## src/rtl/ctr_pkg.sv

```systemverilog
// shared constants, types and register codes for the compact target retarget unit
`timescale 1ns / 1ps

package ctr_pkg;

    // field widths
    localparam int WORD_W     = 32;
    localparam int TS_W       = 28;
    localparam int SPAN_W     = 30;
    localparam int MANT_W     = 23;
    localparam int PROD_W     = MANT_W + SPAN_W;
    localparam int VAL_W      = 256;
    localparam int VAL_BYTES  = VAL_W / 8;
    localparam int SIZE_W     = 6;
    localparam int SHIFT_W    = 8;

    // long division: quotient bits per pipeline stage
    localparam int DIV_BITS   = 4;
    localparam int DIV_STAGES = VAL_W / DIV_BITS;

    // configuration port
    localparam int CFG_IDX_W  = 8;
    localparam int CFG_DATA_W = 32;

    localparam logic [CFG_IDX_W-1:0] REG_TIMESPAN    = 8'd0;
    localparam logic [CFG_IDX_W-1:0] REG_NO_RETARGET = 8'd1;
    localparam logic [CFG_IDX_W-1:0] REG_LIMIT_SHIFT = 8'd2;

    localparam logic [TS_W-1:0]    TIMESPAN_RST    = 28'd1209600;
    localparam logic [SHIFT_W-1:0] LIMIT_SHIFT_RST = 8'd32;

    typedef struct packed {
        logic [TS_W-1:0]    timespan;
        logic               no_retarget;
        logic [SHIFT_W-1:0] limit_shift;
    } cfg_t;

    // per item data that rides alongside the arithmetic
    typedef struct packed {
        logic              bypass;
        logic [WORD_W-1:0] prev;
    } side_t;

    // bus between pipeline sections
    typedef struct packed {
        logic             valid;
        side_t            side;
        logic [VAL_W-1:0] val;
    } val_bus_t;

    // final section result
    typedef struct packed {
        logic              valid;
        logic              bypass;
        logic [WORD_W-1:0] compact;
    } res_bus_t;

endpackage

```

## src/rtl/ctr_front.sv

```systemverilog
// front section: clamp elapsed time, scale mantissa, expand to a 256-bit dividend
`timescale 1ns / 1ps

module ctr_front import ctr_pkg::*;
(
    input  logic              clk,
    input  logic              rst_n,
    input  logic              advance,
    input  cfg_t              cfg,
    input  logic              in_valid,
    input  logic [WORD_W-1:0] prev_compact,
    input  logic [WORD_W-1:0] last_time,
    input  logic [WORD_W-1:0] first_time,
    output val_bus_t          bus
);

    // stage 1 signals
    logic [WORD_W:0]      span_raw;
    logic [WORD_W-1:0]    lo_bound;
    logic [WORD_W-1:0]    hi_bound;
    logic [SPAN_W-1:0]    span_next;
    logic [7:0]           size;
    logic [MANT_W-1:0]    mant;
    logic [MANT_W-1:0]    mant_next;
    logic [7:0]           kbytes_next;

    logic                 v1_reg, v2_reg, v3_reg;
    side_t                side1_reg, side2_reg, side3_reg;
    logic [SPAN_W-1:0]    span1_reg;
    logic [MANT_W-1:0]    mant1_reg;
    logic [7:0]           kbytes1_reg, kbytes2_reg;
    logic [PROD_W-1:0]    prod2_reg;
    logic [VAL_W-1:0]     val3_reg;
    logic [VAL_W-1:0]     wide;
    logic [VAL_W-1:0]     val_next;

    // clamp of the signed elapsed time
    always_comb
    begin
        span_raw = {1'b0, last_time} - {1'b0, first_time};
        lo_bound = WORD_W'(cfg.timespan >> 2);
        hi_bound = WORD_W'({cfg.timespan, 2'b00});
        if (span_raw[WORD_W] || (span_raw[WORD_W-1:0] < lo_bound))
        begin
            span_next = SPAN_W'(lo_bound);
        end
        else if (span_raw[WORD_W-1:0] > hi_bound)
        begin
            span_next = SPAN_W'(hi_bound);
        end
        else
        begin
            span_next = SPAN_W'(span_raw[WORD_W-1:0]);
        end
    end

    // mantissa alignment for small exponents, byte shift for large ones
    always_comb
    begin
        size = prev_compact[31:24];
        mant = prev_compact[MANT_W-1:0];
        unique case (size)
            8'd0:
            begin
                mant_next   = '0;
                kbytes_next = '0;
            end
            8'd1:
            begin
                mant_next   = mant >> 16;
                kbytes_next = '0;
            end
            8'd2:
            begin
                mant_next   = mant >> 8;
                kbytes_next = '0;
            end
            8'd3:
            begin
                mant_next   = mant;
                kbytes_next = '0;
            end
            default:
            begin
                mant_next   = mant;
                kbytes_next = size - 8'd3;
            end
        endcase
    end

    // valid bits
    always_ff @(posedge clk or negedge rst_n)
    begin
        if (!rst_n)
        begin
            v1_reg <= 1'b0;
            v2_reg <= 1'b0;
            v3_reg <= 1'b0;
        end
        else if (advance)
        begin
            v1_reg <= in_valid;
            v2_reg <= v1_reg;
            v3_reg <= v2_reg;
        end
    end

    // dividend placement
    always_comb
    begin
        wide = VAL_W'(prod2_reg);
        if (kbytes2_reg >= 8'(VAL_BYTES))
        begin
            val_next = '0;
        end
        else
        begin
            val_next = wide << {kbytes2_reg[4:0], 3'b000};
        end
    end

    // payload stages
    always_ff @(posedge clk)
    begin
        if (advance)
        begin
            side1_reg   <= '{bypass: cfg.no_retarget, prev: prev_compact};
            span1_reg   <= span_next;
            mant1_reg   <= mant_next;
            kbytes1_reg <= kbytes_next;

            side2_reg   <= side1_reg;
            prod2_reg   <= PROD_W'(mant1_reg) * PROD_W'(span1_reg);
            kbytes2_reg <= kbytes1_reg;

            side3_reg   <= side2_reg;
            val3_reg    <= val_next;
        end
    end

    assign bus = '{valid: v3_reg, side: side3_reg, val: val3_reg};

endmodule

```

## config.mk

```make
export PLATFORM = sky130hd
export DESIGN_NAME = ctr_front
export DESIGN_NICKNAME = d
export VERILOG_FILES = /design/src/rtl/ctr_pkg.sv /design/src/rtl/ctr_front.sv
export SDC_FILE = /design/constraint.sdc
export NUM_CORES = 2
export LEC_CHECK = 0
export ABC_AREA = 1
export BUFFER_PORTS_ARGS = -buffer_cell sky130_fd_sc_hd__buf_2
export CAP_MARGIN = 20
export CORE_ASPECT_RATIO = 1.25
export CORE_MARGIN = 2
export CORE_UTILIZATION = 44
export CTS_CLUSTER_DIAMETER = 40
export DETAILED_ROUTE_END_ITERATION = 8
export PLACE_DENSITY_LB_ADDON = 0.2
export SYNTH_ARGS = -nofsm -noshare
export SYNTH_HDL_FRONTEND = slang
export SYNTH_SLANG_ARGS = --single-unit
```

## constraint.sdc

```tcl
create_clock -name clk -period 10.2 [get_ports clk]
set_input_delay 1.02 -clock clk [delete_from_list [all_inputs] [get_ports clk]]
set_output_delay 1.02 -clock clk [all_outputs]
set_load 0.1 [all_outputs]
```

After elaboration in Yosys (flattened, before gate mapping)
Cells that the tools add are included.
Word-level totals
  bits in registers: 480
  bits in latches: 0
  RAM bits: 0
  bits in read-only memories: 0
  input bits: 137
  output and inout port bits: 290
  logic and storage cells: 32
  memories: 0
Operators by class
  $add $sub $neg: 2
  multipliers: 1
  div/mod/pow operators: 0
  order comparisons: 3
  equal/unequal tests: 3
  shifts and indexed selects: 1
  muxes and demuxes: 3
  bitwise gates (word level): 0
  reductions and logical operators: 3
Operators with widths (number)
  left shift 53 x 8 -> 256 bit: 1
  case mux 23 bit (3 select lines): 1
  multiplier 23 x 30 -> 53 bit: 1
  subtractor 32 x 32 -> 33 bit: 1
  greater-than comparator 32 x 30 -> 1 bit: 1
  less-than comparator 32 x 26 -> 1 bit: 1
  two-way mux 30 bit: 1
  two-way mux 26 bit: 1
  == test 8 x 2 -> 1 bit (second input constant): 2
  == test 8 x 1 -> 1 bit (second input constant): 1
  >= comparator 8 x 6 -> 1 bit (second input constant): 1
  logical NOT 8 bit: 1
  subtractor 8 x 2 -> 8 bit (second input constant): 1
  OR reduction 4 bit: 1
  logical OR 1 bit: 1

Logic depth before layout (Yosys ltp)
  depth after elaboration: 4
  gate-level depth with buffers: 31
  gate-level depth less buffers: 30

Least setup slack after synthesis
Ideal clock, no wire load.
  kind: register to register
  start point: register span1_reg[10]
  end point: register prod2_reg[43], data pin
  library setup time: 260 ps
  arrival: 5890 ps
  required time: 9940 ps
  path slack: 4050 ps
  cell stages (with the launch flop): 26
  buffers on the path: 1
  clock period less this slack: 6150 ps
  cells stage by stage: edfxtp_1 > clkbuf_1 > nand2_1 > fa_1 > fa_1 > inv_1 > fa_1 > inv_1 > fa_1 > inv_1 > fa_1 > fa_1 > inv_1 > fa_1 > inv_1 > ha_1 > nand2_1 > nor2_1 > inv_1 > nor2_1 > nor2_1 > o21ai_0 > a21oi_1 > o21ai_0 > a21oi_1 > xnor2_1
On the way
  longest elaborated chain between the ends: 1
Ends and longest elaborated chain
  start, declared: RTL line ctr_front.sv:29  | logic [SPAN_W-1:0] span1_reg;
  start signal, assigned: RTL line ctr_front.sv:128  | span1_reg <= span_next;
  multiplier 23 x 30 -> 53 bit: RTL line ctr_front.sv:133  | prod2_reg <= PROD_W'(mant1_reg) * PROD_W'(span1_reg);
  end signal, assigned: RTL line ctr_front.sv:133
  end, declared: RTL line ctr_front.sv:32  | logic [PROD_W-1:0] prod2_reg;
No other way between the ends.
A chain may end at the register's enable or synchronous reset.

Worst setup path in the final report
  start point: register span1_reg[14]
  end point: register prod2_reg[33], data pin
The elaborated chain is that of the path after synthesis.

==> metrics <==
chip height=368 um; Die X=295 um; yosys warns=0; max incr delay on CP=1.13 ns; # rows=133; vias in the first global route=37200; Largest register FFs=256; synthesized area=0.0465 mm2; Detailed Place HPWL=103000 um; Worst-Margin Slew=1.23 ns; total track usage=24.3%; Clock Path Buffers=3; Fin Setup TNS=0 ns; total number of H-tree levels=2; fin crit period=7.56 ns; Slew Viols, Final=0; commonest non-fill, non-tap cell in the layout=nand2_1; crit path capture type=flip-flop; Crit Path Class=reg -> reg; Seq/Total Area, Yosys=31.0%; post-synthesis average cell area=8.57 um2; most frequent cells in the layout=nand2_1 (1488), inv_1 (1209), fa_1 (586); clk_lat worst skew=0.66 ns; endpoints failing hold=0; clock net sink count=480; CORE AREA=0.105 mm2; Setup Buffers After CTS=0; Antenna Nets Post-Route=0; Tcrit/Tclk final=74.1%; CTS clk-pin slew, worst paths=0.06 ns; final WL=130000 um; fillers=10100; Pre-antenna DRT Iters=5; #FFs+latches synth=480; top_reg_cell synth=edfxtp_1; Critical Path AT=7.88 ns; Resize count post-CTS=0; Post-synth EDFFs=477; I/O Buffers=418; relative slew slack=17.5%; CP max stage cell=edfxtp_1; root buffer cell=clkbuf_16; status=finished clean; GRT overflow=0; Worst Path Buf+Inv=3; gpl congestion=0.942; TritonCTS Buffers=56; FF/Latch Area=0.0144 mm2; fin nets=6725; critical path startpoint category=flip-flop; crit-path cells=nand2_1, fa_1, fa_1, inv_1, fa_1, fa_1, fa_1, fa_1, inv_1, fa_1, inv_1, ha_1, nand2_1, nor2_1, nand2_1, nor4_1, a21oi_1, o21ai_0, nand2_1, nand3_1, nand2_1; via count=35600; Worst Clk Skew=0.0602 ns; Starting Density=44.3%; Routed WL per cell=18.0 um; min-delay worst type=in -> async; fraction of layout cells with a size suffix above 1=10.9%; total die area=0.108 mm2; antenna violations before repair=9; FMAX=132 MHz; Yosys cell types=47; final setup fails=0; Post-synth ARST share=0.625%; post-synth net total=6419; Hold-fix buffers, CTS=0; Detailed Route Iter0 Violations=2427; most used cell, CP=fa_1; critical path's top delay family=adder cells; first-pass GRT wire length=204000 um; drt via density=4.95; Multi-input gate area=0.0266 mm2; CP Max Fanout=23; Area Growth Syn to Fin=11.9%; CTS tree=built; DRC=0; largest net degree at the start of global routing=129; required time of the critical path=10.52 ns; Synth Instances=5428; Max Cap Viol=0; RSZ-0062 raised after global routing=false; # IOs=427
## cells by family (layout without fill, tap and decap cells)
logic type / Yosys count / count (layout) / synth area share (%)
other cells: 0 / 6 / 0
fa+ha+maj: 854 / 854 / 32.4
xor+xnor: 76 / 76 / 1.43
compound gates: 411 / 411 / 4.83
mux: 11 / 11 / 0.239
simple gates: 2142 / 2142 / 18.3
flops: 480 / 480 / 31.0
buf+inv: 1454 / 1807 / 11.8
## path summary, 6_finish.rpt
path | from | endpoint | slack, ns | cells after the start
setup / recovery | span1_reg[14] | prod2_reg[33] | 2.64 | 21
hold / removal | rst_n | v3_reg | 0.17 | 1
setup reg to reg | span1_reg[14] | prod2_reg[33] | 2.64 | 21
hold reg to reg | side1_reg[8] | side2_reg[8] | 0.41 | 0
max in group asynchronous | rst_n | v2_reg | 9.92 | 1
min in group clk | side1_reg[8] | side2_reg[8] | 0.41 | 0
## through the flow
stage | std cells | util [%] | instance area, um2 | hold slack (ns) | setup WS (ns)
4_1_cts | 7193 | 49.4 | 51900 | 0.130 | 2.69
6_report | 7204 | 49.6 | 52000 | 0.174 | 2.64
3_3_place_gp | 7086 | 47.5 | 49900 | 0.400 | 2.76
3_5_place_dp | 7088 | 47.6 | 49900 | 0.405 | 2.76
2_1_floorplan | 5428 | - | 46500 | 0.400 | 4.05
5_1_grt | 7200 | 49.5 | 52000 | 0.147 | 2.25
## synthesized netlist by cell type, types with 10 or more instances
cell,count,area (um2)
nor2_1,411,1540
buf_1,13,48.8
nand2_1,1489,5590
o21ai_0,180,901
inv_1,1211,4550
o22ai_1,33,206
mux2i_1,10,100
nor2_2,10,62.6
a21oi_1,116,581
nor4_1,17,106
edfxtp_1,477,14300
fa_1,586,11700
ha_1,268,3350
xnor2_1,29,254
nor3_1,32,160
clkbuf_1,209,785
o21bai_1,11,82.6
a31oi_1,45,282
or2_2,17,106
xor2_1,47,412
nand3_1,122,611
nand4_1,12,75.1
## final cells by class
cell class              count  share of cell area, %
clock buffers              63                   2.78
multi-input cells        3494                   51.1
well taps                1417                   3.41
inverters                1218                   8.80
flip-flops and latches    480                   27.7
clock inverters            42                   1.01
repair buffers            484                   5.17
diodes                      6                 0.0289
## routing by layer
layer	vias up	part of all wire [%]	global-route usage (%)	wire length, um
met2	1012	53	46.0	69100
li1	17100	-	-	-
met4	6	3.9	9.18	5110
met1	17300	38	27.8	49300
met5	-	0.022	0	29
met3	241	4.9	2.65	6420
## worst reg2reg max path: stages, from the launching register on
cell	delay (ns)
edfxtp_1	1.13
nand2_1	0.19
fa_1	0.56
fa_1	0.55
inv_1	0.05
fa_1	0.49
fa_1	0.60
fa_1	0.44
fa_1	0.49
inv_1	0.06
fa_1	0.47
inv_1	0.04
ha_1	0.42
nand2_1	0.15
nor2_1	0.22
nand2_1	0.10
nor4_1	0.41
a21oi_1	0.18
o21ai_0	0.35
nand2_1	0.15
nand3_1	0.09
nand2_1	0.12
Power is not shown: default switching activity piles up to over one toggle a cycle in this logic, so the estimate is an artifact.
