**src/rtl/ctr_pkg.sv**
```systemverilog
// shared constants, types and register codes for the compact target retarget unit
`timescale 1ns / 1ps

package ctr_pkg;

    // field widths
    localparam int WORD_W     = 32;
    localparam int TS_W       = 28;
    localparam int SPAN_W     = 30;
    localparam int MANT_W     = 23;
    localparam int PROD_W     = MANT_W + SPAN_W;
    localparam int VAL_W      = 256;
    localparam int VAL_BYTES  = VAL_W / 8;
    localparam int SIZE_W     = 6;
    localparam int SHIFT_W    = 8;

    // long division: quotient bits per pipeline stage
    localparam int DIV_BITS   = 4;
    localparam int DIV_STAGES = VAL_W / DIV_BITS;

    // configuration port
    localparam int CFG_IDX_W  = 8;
    localparam int CFG_DATA_W = 32;

    localparam logic [CFG_IDX_W-1:0] REG_TIMESPAN    = 8'd0;
    localparam logic [CFG_IDX_W-1:0] REG_NO_RETARGET = 8'd1;
    localparam logic [CFG_IDX_W-1:0] REG_LIMIT_SHIFT = 8'd2;

    localparam logic [TS_W-1:0]    TIMESPAN_RST    = 28'd1209600;
    localparam logic [SHIFT_W-1:0] LIMIT_SHIFT_RST = 8'd32;

    typedef struct packed {
        logic [TS_W-1:0]    timespan;
        logic               no_retarget;
        logic [SHIFT_W-1:0] limit_shift;
    } cfg_t;

    // per item data that rides alongside the arithmetic
    typedef struct packed {
        logic              bypass;
        logic [WORD_W-1:0] prev;
    } side_t;

    // bus between pipeline sections
    typedef struct packed {
        logic             valid;
        side_t            side;
        logic [VAL_W-1:0] val;
    } val_bus_t;

    // final section result
    typedef struct packed {
        logic              valid;
        logic              bypass;
        logic [WORD_W-1:0] compact;
    } res_bus_t;

endpackage

```
**src/rtl/ctr_pack.sv**
```systemverilog
// back section: cap at the limit, find the byte size, pack to compact form
`timescale 1ns / 1ps

module ctr_pack import ctr_pkg::*;
(
    input  logic      clk,
    input  logic      rst_n,
    input  logic      advance,
    input  cfg_t      cfg,
    input  val_bus_t  din,
    output res_bus_t  dout
);

    logic [VAL_W-1:0]  lim;
    logic [VAL_W-1:0]  q_eff;
    logic [VAL_W-1:0]  capped;
    logic [SIZE_W-1:0] size_next;
    logic [4:0]        lo_shift;
    logic [SIZE_W-1:0] hi_bytes;
    logic [23:0]       mant_c;
    logic [SIZE_W-1:0] size_c;
    logic [WORD_W-1:0] compact_next;

    logic              v1_reg, v2_reg, v3_reg;
    side_t             side1_reg, side2_reg;
    logic              bypass3_reg;
    logic [VAL_W-1:0]  q1_reg, q2_reg;
    logic [SIZE_W-1:0] size2_reg;
    logic [WORD_W-1:0] compact3_reg;

    // zero divisor gives all ones, then the cap
    always_comb
    begin
        lim    = {VAL_W{1'b1}} >> cfg.limit_shift;
        q_eff  = (cfg.timespan == '0) ? {VAL_W{1'b1}} : din.val;
        capped = (q_eff > lim) ? lim : q_eff;
    end

    // byte count up to the highest nonzero byte
    always_comb
    begin
        size_next = '0;
        for (int i = 0; i < VAL_BYTES; i++)
        begin
            if (q1_reg[8*i +: 8] != 8'd0)
            begin
                size_next = SIZE_W'(i + 1);
            end
        end
    end

    // mantissa window, sign bit fix-up and bypass select
    always_comb
    begin
        lo_shift = {2'(2'd3 - size2_reg[1:0]), 3'b000};
        hi_bytes = size2_reg - SIZE_W'(3);
        if (size2_reg <= SIZE_W'(3))
        begin
            mant_c = 24'(q2_reg[23:0] << lo_shift);
        end
        else
        begin
            mant_c = 24'(q2_reg >> {hi_bytes[4:0], 3'b000});
        end
        size_c = size2_reg;
        if (mant_c[23])
        begin
            mant_c = mant_c >> 8;
            size_c = size2_reg + SIZE_W'(1);
        end
        if (side2_reg.bypass)
        begin
            compact_next = side2_reg.prev;
        end
        else
        begin
            compact_next = {8'(size_c), mant_c};
        end
    end

    // valid bits
    always_ff @(posedge clk or negedge rst_n)
    begin
        if (!rst_n)
        begin
            v1_reg <= 1'b0;
            v2_reg <= 1'b0;
            v3_reg <= 1'b0;
        end
        else if (advance)
        begin
            v1_reg <= din.valid;
            v2_reg <= v1_reg;
            v3_reg <= v2_reg;
        end
    end

    // payload stages
    always_ff @(posedge clk)
    begin
        if (advance)
        begin
            side1_reg    <= din.side;
            q1_reg       <= capped;
            side2_reg    <= side1_reg;
            q2_reg       <= q1_reg;
            size2_reg    <= size_next;
            bypass3_reg  <= side2_reg.bypass;
            compact3_reg <= compact_next;
        end
    end

    assign dout = '{valid: v3_reg, bypass: bypass3_reg, compact: compact3_reg};

endmodule

```
**config.mk**
```make
export PLATFORM = sky130hd
export DESIGN_NAME = ctr_pack
export DESIGN_NICKNAME = d
export VERILOG_FILES = /design/src/rtl/ctr_pkg.sv /design/src/rtl/ctr_pack.sv
export SDC_FILE = /design/constraint.sdc
export NUM_CORES = 2
export LEC_CHECK = 0
export BUFFER_PORTS_ARGS = -buffer_cell sky130_fd_sc_hd__buf_4
export CAP_MARGIN = 10
export CORE_MARGIN = 3
export CORE_UTILIZATION = 35
export DETAILED_ROUTE_END_ITERATION = 12
export SYNTH_ARGS = -nofsm -noshare
export SYNTH_HDL_FRONTEND = slang
export SYNTH_SLANG_ARGS = --single-unit
```
**constraint.sdc**
```tcl
create_clock -name clk -period 3.22 [get_ports clk]
set_input_delay 0.322 -clock clk [delete_from_list [all_inputs] [get_ports clk]]
set_output_delay 0.322 -clock clk [all_outputs]
set_load 0.01 [all_outputs]
```
* After elaboration in Yosys (flattened, before gate mapping)
Cells that the tools add are included.
** Word-level totals
- Memories kept :: 0
- Input port bits :: 330
- Output and inout port bits :: 34
- Memory bits (writable) :: 0
- Bits in read-only memories :: 0
- Bits in latches :: 0
- Word-level logic and storage cells :: 91
- Register bits after elaboration :: 620
** Operators by class
- Shift operators :: 3
- Bitwise operators :: 0
- Div/mod/pow operators :: 0
- Equality and inequality tests :: 0
- Reduce and logical (&&, ||, !) cells :: 33
- Muxes and demuxes :: 37
- $add $sub $neg :: 3
- Order comparisons :: 2
- Multiply operators :: 0
** Operators by type and width (count)
- 256-bit two-way mux :: 2
- 256-bit greater-than comparator :: 1
- 8-bit nonzero test :: 32
- 256-bit by 8-bit >> shifter with 24-bit output :: 1
- 256-bit by 8-bit >> shifter with 256-bit output (first input constant) :: 1
- 6-bit two-way mux :: 31
- 30-bit two-way mux :: 1
- 28-bit logical NOT :: 1
- 24-bit two-way mux :: 1
- 24-bit by 5-bit left shift with 24-bit output :: 1
- 23-bit two-way mux :: 1
- 6-bit by 1-bit adder with 6-bit output (second input constant) :: 1
- 6-bit by 2-bit <= comparator with 1-bit output (second input constant) :: 1
- 5-bit by 2-bit subtractor with 5-bit output (second input constant) :: 1
- 2-bit subtractor (first input constant) :: 1
- 1-bit two-way mux :: 1

* Longest topological paths before layout
- Depth in word-level cells :: 32
- Gate-level depth with buffers :: 20
- Depth with buffers taken out :: 17

* Worst setup path after synthesis
Ideal clock, no wire load.
- Kind :: input -> register
- Start :: input cfg[4] in the netlist's numbering
- End :: register q1_reg[104] (data pin)
- Arrival time :: 3.988 ns
- Path buffers :: 5
- Cell stages on the path :: 20
- Data required time :: 2.958 ns
- Library setup time :: 0.262 ns
- Slack :: -1.030 ns
- Cells stage by stage :: clkbuf_1 -> or2_2 -> clkbuf_1 -> nor2_1 -> clkbuf_1 -> nand2_1 -> a21o_1 -> ha_1 -> nand4_1 -> nor3_1 -> nand3_1 -> or3_1 -> nor3_2 -> and4_1 -> nand2_1 -> nand3_1 -> nand3_1 -> buf_2 -> buf_6 -> mux2_1
** On the way
- Word-level cells in the longest chain between the ends :: 3
** RTL lines
- from (decl) :: line ctr_pack.sv:9 : input cfg_t cfg,
- 256-bit by 8-bit >> shifter with 256-bit output * :: line ctr_pack.sv:34 : lim = {VAL_W{1'b1}} >> cfg.limit_shift;
- 256-bit greater-than comparator :: line ctr_pack.sv:36 : capped = (q_eff > lim) ? lim : q_eff;
- 256-bit two-way mux * :: line ctr_pack.sv:36
- named net capped[104] :: line ctr_pack.sv:16 : logic [VAL_W-1:0] capped;
- to (signal assigned) :: line ctr_pack.sv:104 : q1_reg <= capped;
- to (decl) :: line ctr_pack.sv:27 : logic [VAL_W-1:0] q1_reg, q2_reg;
The timed path passes the listed nets; every way through them passes the cells marked *.
A chain may end at the register's enable or synchronous reset.

* Final worst setup path
- Start :: input cfg[20] in the netlist's numbering
- End :: register q1_reg[244] (data pin)
** On the way
- Word-level cells in the longest chain between the ends :: 4
** RTL lines
- 28-bit logical NOT * :: line ctr_pack.sv:35 : q_eff = (cfg.timespan == '0) ? {VAL_W{1'b1}} : din.val;
- 256-bit two-way mux * :: line ctr_pack.sv:35
- 256-bit greater-than comparator :: line ctr_pack.sv:36
- 256-bit two-way mux * :: line ctr_pack.sv:36
- named net capped[244] :: line ctr_pack.sv:16
Marks and branches as above.

==> summary.log <==
INFO  run_status     outcome=complete, but fails checks
INFO  run_status     failing_checks=setup timing
INFO  synthesis      synth_top_area_cell=sky130_fd_sc_hd__edfxtp_1
INFO  global_route   grt_max_degree=83
INFO  synthesis      yosys-top-cells-area=sky130_fd_sc_hd__edfxtp_1 (48%), sky130_fd_sc_hd__mux4_2 (12%), sky130_fd_sc_hd__ha_1 (8.3%)
INFO  run            cap_violations=0
INFO  routing        totalWireLength=171mm
INFO  power          leakagePower=23.4nW
INFO  routing        residual_drc=0
INFO  placed_design  place.detailed.hpwl=134mm
INFO  routing        routed-wl-met3=17.0mm
INFO  die            floorplan.io_pins=364
INFO  worst_setup_path endpoint_kind=register
INFO  synthesis      synth_area_per_cell=11.9um2
INFO  cts            cts_sinks=620
INFO  cts            clock_tree.htree_level_count=3
INFO  synthesis      postSynth.asyncResetShare=0.484%
INFO  cts            tritoncts.num_buffers=72
INFO  worst_setup_path critical_path_class=input port to register
INFO  final_layout   proportion_of_layout_cells_with_a_drive_suffix_above_1=39.7%
INFO  cts            clock_tree_from_tritoncts=built
INFO  synthesis      synth_commonest_cells=sky130_fd_sc_hd__edfxtp_1 (617), sky130_fd_sc_hd__nor2_1 (364), sky130_fd_sc_hd__mux2i_1 (288)
INFO  worst_setup_path cp-start-kind=input port
INFO  routing        via_count=34000
INFO  timing         maxSlewViolCount=0
INFO  timing         relSlewSlack=43.1%
INFO  routing        postRouteAntennaNets=0
INFO  synthesis      ys_dominant_reg_cell=sky130_fd_sc_hd__edfxtp_1
INFO  power          power_density=447mW/mm2
INFO  die            num_rows=121
INFO  synthesis      synth_cell_types=68
INFO  routing        routed_wire_per_std_cell=28.6um
INFO  final_layout   layout.core_utilization=50.1%
INFO  placed_design  place.gp.congestion=1.04
INFO  cts            clkTransAtPathRegs=60ps
INFO  routing        met1_wire_length=67.4mm
INFO  power          worst_ir_drop_vdd=0.357mV
INFO  timing         period_needed=4210ps
INFO  die            die_y=339um
INFO  synthesis      yosysWarnings=0
INFO  global_route   all_layer_global_routing_usage=28.4%
INFO  die            placeableCoreArea=0.109mm2
INFO  worst_setup_path critPathMaxFanout=8
INFO  final_layout   area_growth_syn_to_layout=41.5%
INFO  cts            clock_root_buffer=sky130_fd_sc_hd__clkbuf_16
INFO  timing         fmax=0.237GHz
INFO  timing         clock_skew=41.9ps
INFO  cts            cts_buffer_depth=3
INFO  routing        detail_route.first_pass.iterations=7
INFO  synthesis      ys_ff_latch=620
INFO  power          design_power_total=24.5mW
INFO  final_layout   nets=5032
INFO  routing        top_layer=met5
INFO  global_route   grt-ovfl-total=0
INFO  cts            worstSkewPairLatency=670ps
INFO  timing         final-hold-violation-count=0
INFO  routing        dr.first_iter.drc_count=4207
INFO  die            initial_utilization=35.4%
INFO  routing        avgViaCountPerCell=5.69
INFO  worst_setup_path timing.critical_path.arrival=4600ps
INFO  timing         rsz0062_at_grt=yes
INFO  synthesis      cells_after_synthesis=3259
INFO  global_route   first_global_vias=32900
INFO  synthesis      synth-seq-area-share=48.0%
INFO  synthesis      synth-edff-count=617
INFO  die            die-width=339um
INFO  routing        wl_met2=75.6mm
INFO  global_route   number_of_antenna_violations_at_the_first_check_in_global_routing=6
INFO  placed_design  port-buffer-count=362
INFO  worst_hold_path min_path_type=input port to register
INFO  timing         finalSetupViolations=281
INFO  synthesis      synth_top_area_share=47.8%
INFO  timing         period_share=131%
INFO  placed_design  dp_worst_setup_slack=-2000ps
INFO  die            floorplan.die_area=0.115mm2
INFO  synthesis      synth_most_common_cell=sky130_fd_sc_hd__edfxtp_1
INFO  synthesis      netlist_area=0.0387mm2
INFO  timing         final.setup.worst_slack=-993ps
INFO  timing         worst_slew_pin_slew=847ps
INFO  worst_setup_path timing.critical_path.required=3610ps
INFO  global_route   wire_length_of_the_first_global_routing_pass=236mm
INFO  synthesis      synth_nets=3845
==> stage by stage <==
| stage | instance area [um2] | TNS [ps] | cells | hold WS (ps) |
|---|---|---|---|---|
| 2_1_floorplan | 39100 | -107420 | 3259 | 26.4 |
| 3_3_place_gp | 49600 | -488020 | 5754 | 112 |
| 3_5_place_dp | 49600 | -482260 | 5754 | 114 |
| 6_report | 54800 | -235290 | 5980 | 33.5 |
| 5_1_grt | 54800 | -255340 | 5977 | 45.2 |
| 4_1_cts | 53700 | -190850 | 5957 | 0.622 |
==> per-layer routing <==
metal / vias to the layer above / GRT usage (%)
met2: 2127 / 44.0
met5: - / 0
met4: 4 / 14.5
met1: 16700 / 38.2
li1: 14700 / -
met3: 464 / 5.36
==> where the power goes <==
group	switching, mW	internal, mW
Sequential	0.878	9.79
Clock	3.53	5.22
Combinational	2.51	2.57
==> layout by cell type (no fill, tap or decap), drive strengths merged, types with 23 or more instances in the layout <==
| cell type | netlist | final |
|---|---|---|
| nand2b | 27 | 27 |
| edfxtp | 617 | 617 |
| o21bai | 27 | 27 |
| nand4 | 49 | 49 |
| nand3 | 49 | 49 |
| a211oi | 32 | 32 |
| clkinv | 0 | 23 |
| a21o | 45 | 45 |
| inv | 262 | 267 |
| nand2 | 227 | 227 |
| mux2i | 288 | 288 |
| nor3 | 38 | 38 |
| buf | 92 | 1249 |
| nor4 | 74 | 74 |
| ha | 256 | 256 |
| dlygate4sd3 | 0 | 37 |
| o21ai | 135 | 135 |
| mux4 | 202 | 202 |
| a21oi | 143 | 143 |
| nor2 | 364 | 364 |
| mux2 | 23 | 23 |
| clkbuf | 98 | 103 |
==> worst paths after layout <==
kind                                            start                   endpoint  slack (ps)  depth (start not counted)
min                                           din[34]       q1_reg[34]$_DFFE_PP_          30                          3
max                                           cfg[20]      q1_reg[244]$_DFFE_PP_        -990                         24
min reg2reg                   side1_reg[23]$_DFFE_PP_    side2_reg[23]$_DFFE_PP_         420                          0
min in group asynchronous                       rst_n         v1_reg$_DFFE_PN0P_         590                          3
max in group asynchronous                       rst_n         v3_reg$_DFFE_PN0P_        2480                          3
max reg2reg                size2_reg[1]$_SDFFCE_PP0P_  compact3_reg[7]$_DFFE_PP_        -180                         10
==> critical path: stages <==
cell	delay, ps
sky130_fd_sc_hd__buf_4	130
sky130_fd_sc_hd__nor4_4	260
sky130_fd_sc_hd__nand4_1	210
sky130_fd_sc_hd__nor2_4	170
sky130_fd_sc_hd__buf_6	130
sky130_fd_sc_hd__buf_12	180
sky130_fd_sc_hd__buf_8	130
sky130_fd_sc_hd__buf_4	90
sky130_fd_sc_hd__nor2_1	50
sky130_fd_sc_hd__inv_1	70
sky130_fd_sc_hd__ha_1	170
sky130_fd_sc_hd__nand3_4	90
sky130_fd_sc_hd__nor3_4	240
sky130_fd_sc_hd__nand3_4	170
sky130_fd_sc_hd__or3_4	370
sky130_fd_sc_hd__nor3_4	350
sky130_fd_sc_hd__and4_4	320
sky130_fd_sc_hd__nand2_4	70
sky130_fd_sc_hd__nand3b_1	160
sky130_fd_sc_hd__nand3_4	170
sky130_fd_sc_hd__buf_12	210
sky130_fd_sc_hd__buf_16	170
sky130_fd_sc_hd__buf_16	150
sky130_fd_sc_hd__mux2i_2	160
==> layout make-up <==
class,instances,area [um2]
Fill cell,9761,54500
Multi-Input combinational cell,2187,19400
Inverter,262,983
Sequential cell,620,18600
Antenna cell,3,7.51
Tap cell,1476,1850
Timing Repair Buffer,1303,11500
Clock inverter,42,554
Clock buffer,87,1940
==> cells by family after synthesis <==
logic type	after synthesis	synth area share, %
AOI/OAI and AO/OA	510	8.30
xor gates and xnor gates	10	0.246
adders and majority gates	256	8.27
buffers and inverters	452	4.75
DFF	620	48.0
muxes	513	19.9
and+or+nand+nor	898	10.5
==> timing repair <==
item	CTS	global route
hold buffers	37	0
endpoints found under the hold margin	38	0
buffers inserted	20	24
setup endpoints to repair	280	286
pin swaps	20	51
gates resized for setup	123	145
cloned	17	20
(Power assumes the default switching activity.)
